--- src/rtl/igsp_pkg.sv ---
package igsp_pkg;

  localparam int MAX_STRAINS = 8;
  localparam int NUM_LABELS  = 8;
  localparam int LABEL_W     = 3;
  localparam int Q_W         = 17;
  localparam int CNT_W       = 4;
  localparam int SCNT_W      = 4;
  localparam int LANE_ID_W   = 3;
  localparam int CFG_IDX_W   = 1;
  localparam int CFG_DATA_W  = 17;

  localparam logic [Q_W-1:0]       ONE_Q16          = 17'h10000;
  localparam logic [SCNT_W-1:0]    STRAINS_MAX      = 4'd8;
  localparam logic [CFG_IDX_W-1:0] CFG_ALT_FREQ     = 1'd0;
  localparam logic [CFG_IDX_W-1:0] CFG_STRAIN_COUNT = 1'd1;

  // What one label lane found among the active strains
  typedef struct packed {
    logic has_alt;
    logic has_ref;
  } igsp_lane_flags_t;

  // Payload carried down the multiply chain
  typedef struct packed {
    logic [Q_W-1:0]        prod;
    logic [NUM_LABELS-1:0] alt_mask;
    logic [NUM_LABELS-1:0] ref_mask;
    logic                  compatible;
    logic [CNT_W-1:0]      alt_groups;
    logic [CNT_W-1:0]      ref_groups;
  } igsp_pipe_t;

  function automatic logic [CNT_W-1:0] popcount8(input logic [NUM_LABELS-1:0] v);
    logic [CNT_W-1:0] c;
    c = '0;
    for (int i = 0; i < NUM_LABELS; i++) begin
      c = c + CNT_W'(v[i]);
    end
    return c;
  endfunction

endpackage

--- src/rtl/igsp_lane.sv ---
module igsp_lane
  import igsp_pkg::*;
(
  input  logic [LANE_ID_W-1:0]         lane_id,
  input  logic [MAX_STRAINS-1:0]       active,
  input  logic [MAX_STRAINS-1:0]       allele_bits,
  input  logic [LABEL_W*MAX_STRAINS-1:0] group_labels,
  output igsp_lane_flags_t             flags
);

  // One lane per label: does any active member carry alt, any carry ref
  always_comb begin
    flags = '0;
    for (int s = 0; s < MAX_STRAINS; s++) begin
      if (active[s] && (group_labels[LABEL_W*s +: LABEL_W] == lane_id)) begin
        if (allele_bits[s]) begin
          flags.has_alt = 1'b1;
        end else begin
          flags.has_ref = 1'b1;
        end
      end
    end
  end

endmodule

--- src/rtl/igsp_mul_stage.sv ---
module igsp_mul_stage
  import igsp_pkg::*;
(
  input  logic                 clk,
  input  logic                 rst_n,
  input  logic [LANE_ID_W-1:0] stage_id,
  input  logic [Q_W-1:0]       p_factor,
  input  logic [Q_W-1:0]       q_factor,
  input  logic                 up_valid,
  output logic                 up_ready,
  input  igsp_pipe_t           up_data,
  output logic                 dn_valid,
  input  logic                 dn_ready,
  output igsp_pipe_t           dn_data
);

  logic                 valid_r;
  igsp_pipe_t           data_r;
  igsp_pipe_t           data_nxt;
  logic [Q_W-1:0]       factor;
  logic                 use_factor;
  logic [2*Q_W-1:0]     mult;

  assign up_ready = !valid_r || dn_ready;
  assign dn_valid = valid_r;
  assign dn_data  = data_r;

  // Group of this stage's label: all alt takes p, all ref takes 1-p, absent passes
  always_comb begin
    use_factor = up_data.alt_mask[stage_id] || up_data.ref_mask[stage_id];
    factor     = up_data.alt_mask[stage_id] ? p_factor : q_factor;
    mult       = {{Q_W{1'b0}}, up_data.prod} * {{Q_W{1'b0}}, factor};
    data_nxt   = up_data;
    if (use_factor) begin
      data_nxt.prod = mult[16 +: Q_W];
    end
  end

  always_ff @(posedge clk) begin
    if (!rst_n) begin
      valid_r <= 1'b0;
    end else if (up_ready) begin
      valid_r <= up_valid;
    end
  end

  always_ff @(posedge clk) begin
    if (up_ready && up_valid) begin
      data_r <= data_nxt;
    end
  end

endmodule

--- src/rtl/ibd_group_sampling_probability.sv ---
// Channel | Direction | Handshake           | Payload
// in_     | in        | in_valid / in_stall   | in_allele_bits, in_group_labels
// out_    | out       | out_valid / out_stall | out_probability, out_compatible,
//         |           |                       | out_alt_groups, out_ref_groups
// cfg_    | in        | cfg_wr_en             | cfg_index, cfg_wr_data
//
// One transaction per cycle sustained while out_stall is low; from accept to out_valid a
// transaction passes the input register (loaded at the accept edge), the lane merge
// register and eight multiply stages, one per label.
// rst_n is synchronous: empties the pipe, alt_freq to 0, strain_count to 1.
// Every stage is elastic: it loads when empty or when its successor moves, so
// a stall on out_ holds the last stage and back-pressure ripples to in_stall.
module ibd_group_sampling_probability
  import igsp_pkg::*;
(
  input  logic                            clk,
  input  logic                            rst_n,
  input  logic                            cfg_wr_en,
  input  logic [CFG_IDX_W-1:0]            cfg_index,
  input  logic [CFG_DATA_W-1:0]           cfg_wr_data,
  input  logic                            in_valid,
  output logic                            in_stall,
  input  logic [MAX_STRAINS-1:0]          in_allele_bits,
  input  logic [LABEL_W*MAX_STRAINS-1:0]  in_group_labels,
  output logic                            out_valid,
  input  logic                            out_stall,
  output logic [Q_W-1:0]                  out_probability,
  output logic                            out_compatible,
  output logic [CNT_W-1:0]                out_alt_groups,
  output logic [CNT_W-1:0]                out_ref_groups
);

  // Configuration
  logic [CFG_DATA_W-1:0] alt_freq_r;
  logic [SCNT_W-1:0]     strain_count_r;

  always_ff @(posedge clk) begin
    if (!rst_n) begin
      alt_freq_r     <= '0;
      strain_count_r <= SCNT_W'(1);
    end else if (cfg_wr_en) begin
      case (cfg_index)
        CFG_ALT_FREQ:     alt_freq_r     <= cfg_wr_data;
        CFG_STRAIN_COUNT: strain_count_r <= cfg_wr_data[SCNT_W-1:0];
        default: ;
      endcase
    end
  end

  // Clamp p to 1.0 and strain count to the lane width
  logic [Q_W-1:0]          p_eff;
  logic [Q_W-1:0]          q_eff;
  logic [SCNT_W-1:0]       n_eff;
  logic [MAX_STRAINS-1:0]  active;

  always_comb begin
    p_eff = (alt_freq_r > ONE_Q16) ? ONE_Q16 : alt_freq_r;
    q_eff = ONE_Q16 - p_eff;
    n_eff = (strain_count_r > STRAINS_MAX) ? STRAINS_MAX : strain_count_r;
    for (int s = 0; s < MAX_STRAINS; s++) begin
      active[s] = (SCNT_W'(s) < n_eff);
    end
  end

  // Input register
  logic                           in_valid_r;
  logic                           in_ready;
  logic [MAX_STRAINS-1:0]         alleles_r;
  logic [LABEL_W*MAX_STRAINS-1:0] labels_r;
  logic                           merge_ready;

  assign in_ready = !in_valid_r || merge_ready;
  assign in_stall = !in_ready;

  always_ff @(posedge clk) begin
    if (!rst_n) begin
      in_valid_r <= 1'b0;
    end else if (in_ready) begin
      in_valid_r <= in_valid;
    end
  end

  always_ff @(posedge clk) begin
    if (in_ready && in_valid) begin
      alleles_r <= in_allele_bits;
      labels_r  <= in_group_labels;
    end
  end

  // Label lanes, one per group label
  igsp_lane_flags_t      lane_flags [NUM_LABELS];
  logic [NUM_LABELS-1:0] has_alt;
  logic [NUM_LABELS-1:0] has_ref;

  for (genvar g = 0; g < NUM_LABELS; g++) begin : g_lane
    igsp_lane u_lane (
      .lane_id      (LANE_ID_W'(g)),
      .active       (active),
      .allele_bits  (alleles_r),
      .group_labels (labels_r),
      .flags        (lane_flags[g])
    );
    assign has_alt[g] = lane_flags[g].has_alt;
    assign has_ref[g] = lane_flags[g].has_ref;
  end

  // Merge: compatibility and group counts. An incompatible transaction starts
  // the product at zero so the multiply chain leaves it at zero.
  igsp_pipe_t merge_nxt;
  igsp_pipe_t merge_r;
  logic       merge_valid_r;

  always_comb begin
    merge_nxt.compatible = ~|(has_alt & has_ref);
    merge_nxt.alt_mask   = has_alt & ~has_ref;
    merge_nxt.ref_mask   = has_ref & ~has_alt;
    merge_nxt.prod       = merge_nxt.compatible ? ONE_Q16 : '0;
    merge_nxt.alt_groups = merge_nxt.compatible ? popcount8(merge_nxt.alt_mask) : '0;
    merge_nxt.ref_groups = merge_nxt.compatible ? popcount8(merge_nxt.ref_mask) : '0;
  end

  logic       pipe_valid [NUM_LABELS+1];
  logic       pipe_ready [NUM_LABELS+1];
  igsp_pipe_t pipe_data  [NUM_LABELS+1];

  assign merge_ready = !merge_valid_r || pipe_ready[0];

  always_ff @(posedge clk) begin
    if (!rst_n) begin
      merge_valid_r <= 1'b0;
    end else if (merge_ready) begin
      merge_valid_r <= in_valid_r;
    end
  end

  always_ff @(posedge clk) begin
    if (merge_ready && in_valid_r) begin
      merge_r <= merge_nxt;
    end
  end

  assign pipe_valid[0] = merge_valid_r;
  assign pipe_data[0]  = merge_r;

  // Multiply chain in ascending label order; truncation after each step
  for (genvar g = 0; g < NUM_LABELS; g++) begin : g_mul
    igsp_mul_stage u_mul (
      .clk      (clk),
      .rst_n    (rst_n),
      .stage_id (LANE_ID_W'(g)),
      .p_factor (p_eff),
      .q_factor (q_eff),
      .up_valid (pipe_valid[g]),
      .up_ready (pipe_ready[g]),
      .up_data  (pipe_data[g]),
      .dn_valid (pipe_valid[g+1]),
      .dn_ready (pipe_ready[g+1]),
      .dn_data  (pipe_data[g+1])
    );
  end

  assign pipe_ready[NUM_LABELS] = !out_stall;

  assign out_valid       = pipe_valid[NUM_LABELS];
  assign out_probability = pipe_data[NUM_LABELS].prod;
  assign out_compatible  = pipe_data[NUM_LABELS].compatible;
  assign out_alt_groups  = pipe_data[NUM_LABELS].alt_groups;
  assign out_ref_groups  = pipe_data[NUM_LABELS].ref_groups;

  // Checks
  a_incompat_zero: assert property (@(posedge clk) disable iff (!rst_n)
    (out_valid && !out_compatible) |->
      (out_probability == '0 && out_alt_groups == '0 && out_ref_groups == '0))
    else $error("incompatible transaction with non-zero fields");

  a_prob_range: assert property (@(posedge clk) disable iff (!rst_n)
    out_valid |-> (out_probability <= ONE_Q16))
    else $error("probability above 1.0");

  a_group_total: assert property (@(posedge clk) disable iff (!rst_n)
    out_valid |-> ((5'(out_alt_groups) + 5'(out_ref_groups)) <= 5'(NUM_LABELS)))
    else $error("more groups than labels");

  a_accept_loads: assert property (@(posedge clk) disable iff (!rst_n)
    (in_valid && !in_stall) |=> in_valid_r)
    else $error("accepted transaction not held in input register");

endmodule
--- config.mk ---
export PLATFORM = sky130hd
export DESIGN_NAME = ibd_group_sampling_probability
export DESIGN_NICKNAME = d
export VERILOG_FILES = /design/src/rtl/igsp_pkg.sv /design/src/rtl/igsp_lane.sv /design/src/rtl/igsp_mul_stage.sv /design/src/rtl/ibd_group_sampling_probability.sv
export SDC_FILE = /design/constraint.sdc
export NUM_CORES = 2
export LEC_CHECK = 0
export BUFFER_PORTS_ARGS = -buffer_cell sky130_fd_sc_hd__buf_2
export CAP_MARGIN = 20
export CORE_MARGIN = 2
export CORE_UTILIZATION = 45
export CTS_CLUSTER_DIAMETER = 150
export DETAILED_ROUTE_END_ITERATION = 16
export PLACE_DENSITY = 0.68
export SYNTH_ARGS = -nofsm -noshare
export SYNTH_HDL_FRONTEND = slang
export SYNTH_HIERARCHICAL = 1
export SYNTH_SLANG_ARGS = --single-unit
--- constraint.sdc ---
create_clock -name clk -period 8.9 [get_ports clk]
set_input_delay 1.78 -clock clk [delete_from_list [all_inputs] [get_ports clk]]
set_output_delay 1.78 -clock clk [all_outputs]
set_load 0.01 [all_outputs]
## After elaboration in Yosys (flattened, before gate mapping)

Index checks and enable logic that the tools add are counted.

- Output and inout port bits: 28
- Register bits after elaboration: 425
- Input port bits: 55
- Logic and storage cells: 474

- Magnitude comparators: 10
- Bitwise gates (word level): 6
- Add/subtract/negate cells: 15
- Mux-type cells: 197
- Eq/ne operators: 56
- Reduce and logical (&&, ||, !) cells: 116
- Multiply operators: 8

Operator list:

| kind | count |
|---|---|
| 17-bit 2-to-1 mux | 18 |
| 17-bit by 17-bit multiplier with 33-bit output | 8 |
| 2-bit 2-to-1 mux | 64 |
| 1-bit 2-to-1 mux | 114 |
| 3-bit equality test (second input constant) | 32 |
| 1-bit logical AND | 74 |
| 3-bit by 2-bit equality test with 1-bit output (second input constant) | 16 |
| 4-bit by 1-bit adder with 4-bit output | 8 |
| 8-bit bitwise AND | 3 |
| 3-bit by 1-bit equality test with 1-bit output (second input constant) | 8 |
| 3-bit zero test | 8 |
| 1-bit logical OR | 18 |
| 17-bit greater-than comparator (second input constant) | 1 |
| 17-bit subtractor (first input constant) | 1 |
| 3-bit by 4-bit < comparator with 1-bit output (first input constant) | 4 |
| 8-bit inverter | 2 |
| 1-bit zero test | 13 |
| 3-bit by 1-bit adder with 4-bit output | 2 |
| 1-bit by 4-bit < comparator with 1-bit output (first input constant) | 2 |
| 2-bit by 4-bit < comparator with 1-bit output (first input constant) | 2 |
| 8-bit OR reduction | 1 |
| 2-bit by 1-bit adder with 3-bit output | 2 |
| 1-bit by 1-bit adder with 2-bit output | 2 |
| 4-bit greater-than comparator (second input constant) | 1 |
| 3 further kinds | 4 |

## Logic depth before layout (Yosys ltp)

- Depth after elaboration: 28
- Gate-level depth with buffers: 34

## By module

The synthesis kept the hierarchy.

By module, submodules not included:

| module | cells each | instances | area an instance (µm²) | sequential area each (µm²) |
|---|---|---|---|---|
| igsp_mul_stage at g_mul[1].u_mul ... | 1142 | 5 | 10881.7 | 1281.2 |
| igsp_mul_stage at g_mul[0].u_mul | 1170 | 1 | 10988.0 | 1281.2 |
| igsp_mul_stage at g_mul[6].u_mul | 1142 | 1 | 10841.6 | 1281.2 |
| igsp_mul_stage at g_mul[7].u_mul | 1135 | 1 | 10819.1 | 1281.2 |
| ibd_group_sampling_probability | 323 | 1 | 3724.8 | 2172.1 |
| igsp_lane | 56 | 8 | 431.7 | 0.0 |

## Worst setup path before layout

No wires, ideal clock.

- Path type: flip-flop to flip-flop
- Start point: register alt_freq_r[16]
- End point: register g_mul[1].u_mul.data_r (netlist bit g_mul[1].u_mul/dn_data[41]), data pin
- Arrival: 8191 ps
- Stages on the path, launching flop included: 32
- Slack: 455 ps
- Data required time: 8646 ps
- Period minus slack after synthesis: 8445 ps
- Path through: dfxtp_1 buf_1 buf_1 nor2b_1 inv_1 ha_1 clkbuf_1 a21oi_1 mux2_2 mux2i_1 clkbuf_1 nor2b_1 fa_1 inv_1 fa_1 fa_1 inv_1 fa_1 fa_1 inv_1 fa_1 inv_1 ha_1 a21oi_2 o21ai_2 a2111oi_4 a41oi_4 a221oi_4 a211oi_2 o31a_1 o221ai_1 a21bo_1

RTL lines:

| what | line | text |
|---|---|---|
| from (decl) | ibd_group_sampling_probability.sv:34 | `logic [CFG_DATA_W-1:0] alt_freq_r;` |
| from (signal assigned) | ibd_group_sampling_probability.sv:43 | `CFG_ALT_FREQ: alt_freq_r <= cfg_wr_data;` |
| to (signal assigned) | igsp_mul_stage.sv:49 | `data_r <= data_nxt;` |
| to (decl) | igsp_mul_stage.sv:18 | `igsp_pipe_t data_r;` |

==> flow_metrics.tcl <==
set metrics [dict create \
    worstReg2RegStart "alt_freq_r[2]" \
    yosys_warnings 6 \
    grt_use_total_pct 22.8 \
    fin_ws_ns 0.199 \
    clk_latency_ns 0.69 \
    coreArea_um2 207000 \
    final_common_cell "inv_1" \
    tightest_slew_ns 1.29 \
    endpoint_kind "flop" \
    max_cap_violations 0 \
    cts_htree_levels 2 \
    floorplan.initialDensity_pct 45.3 \
    cts-buffers-inserted 46 \
    grt_pass1_vias 73148 \
    min_path_type "reg -> reg" \
    layout_common_cells "inv_1 (2,278), fa_1 (1,776), nand2_1 (1,450)" \
    drc_errors 0 \
    crit_required_ns 9.29 \
    wl_per_cell_um 18.6 \
    hold_viol 0 \
    ctsHoldBuffers 0 \
    grt.overflow.total 0 \
    min_from "g_mul[1].u_mul/dn_data[3]" \
    whs_endpoint "g_mul[2].u_mul/dn_data[3]" \
    syn_area_per_cell_um2 9.46 \
    gp_congestion 0.914 \
    dpl_cell_area_um2 97400 \
    firstDrtPassIters 5 \
    path_clk_slew_ns 0.08 \
    syn_area_um2 93800 \
    layout-drive-gt1-share_pct 5.90 \
    hold_path_depth 0 \
    first_iter_violations 4181 \
    slew_viol_final 0 \
    slew_headroom_pct 13.6 \
    r2r_slack_ns 0.20 \
    rr_endpoint "g_mul[1].u_mul/dn_data[41]" \
    grt_pass1_wl_um 385000 \
    finalClockSkew_ns 0.0867 \
    cp-start-kind "flop" \
    routed_via_density 5.26 \
    finalCritPeriodShare_pct 97.8 \
    netlist_instances 9912 \
    arrival_ns 9.09 \
    io_buffer_count 82 \
    rr_worst_depth 26 \
    clock_path_buffers 3 \
    clock-sinks 408 \
    fp.dieH_um 460 \
    fmax_mhz 115 \
    wl_um 237000 \
    cts_tree "yes" \
    critPathMaxFanout 17 \
    ios 83 \
    grt_max_degree 43 \
    vias 67159 \
    path_class "reg -> reg" \
    rows 167 \
    fin_area_um2 99100 \
    pre_cts_ws_ns 0.210 \
    timing.final.crit_period_ns 8.70 \
    ant_nets 0 \
    nets 12590 \
    antenna_found_initial 7 \
    setup_viol 0 \
    die-area_um2 212000 \
    cts_root_buf "clkbuf_16" \
    syn_to_final_growth_pct 5.66 \
    hold_slack_ns 0.418 \
    status "completed" \
    hpwl_um 187000 \
    die-width_um 460 \
]
-- critical path, cell delays in order (launching register included) --
cell and delay, ns:
dfxtp_1 0.38, nor4_4 0.46, buf_4 0.23, nand2_2 0.08, o41ai_1 0.36, a31o_1 0.62, mux2_2 0.56, nand2_1 0.15
fa_1 0.54, fa_1 0.51, inv_1 0.05, fa_1 0.52, fa_1 0.44, fa_1 0.50, inv_1 0.05, fa_1 0.48
inv_1 0.04, ha_1 0.35, a21oi_1 0.18, nor2_1 0.08, a2111oi_4 0.25, a41oi_4 0.22, a221oi_4 0.37, a211oi_2 0.15
nor4_1 0.47, o31ai_1 0.13, a21bo_1 0.22
-- metal layers --
layer,wire (µm),global-route usage (%),vias to the layer above,share of wire [%]
met5,75,0.276,-,0.032
met4,8900,8.52,4,3.7
met3,18200,4.04,489,7.7
met2,113000,38.3,2469,48
met1,97100,29.4,34293,41
li1,-,-,29904,-
-- layout make-up --
class | count | area, µm²
Fill cell | 19119 | 108000
Multi-Input combinational cell | 7012 | 72300
Sequential cell | 408 | 11900
Inverter | 2278 | 8550
Tap cell | 2788 | 3490
Timing Repair Buffer | 190 | 1230
Clock buffer | 51 | 1180
Clock inverter | 32 | 374
Antenna cell | 6 | 15.0
-- timing repair --
item | 4_1_cts | 5_1_grt
endpoints found under the setup margin | 0 | 20
gates resized for setup | 0 | 12
buffers inserted | 0 | 0
-- through the flow --
stage	util (%)	TNS (ns)	cells
floorplan	-	0	10100
global placement	47.1	0	12675
detailed placement	47.1	0	12675
CTS	47.8	0	12758
global route	47.8	-0.0355	12761
finish	47.8	0	12765
-- worst max path at each step --
stage | depth (start not counted) | from | endpoint
after floorplan | 31 | alt_freq_r[16] | g_mul[1].u_mul/dn_data[41]
after global placement | 26 | alt_freq_r[10] | g_mul[2].u_mul/dn_data[41]
after detailed placement | 26 | alt_freq_r[10] | g_mul[1].u_mul/dn_data[41]
after CTS | 27 | alt_freq_r[1] | g_mul[1].u_mul/dn_data[41]
after global routing | 29 | alt_freq_r[2] | g_mul[2].u_mul/dn_data[41]
final | 26 | alt_freq_r[2] | g_mul[1].u_mul/dn_data[41]
-- registers in the layout (all words and copies together) (netlist names) --
signal and count:
g_mul.u_mul/dn_data 320, merge_r 25, labels_r 24, alt_freq_r 17, alleles_r 8, g_mul.u_mul/dn_valid 8
strain_count_r 4, in_valid_r 1, merge_valid_r 1
Power is left out: the tool's default activity adds up to more than one toggle a clock period on the data nets, which glitch-free logic cannot reach.
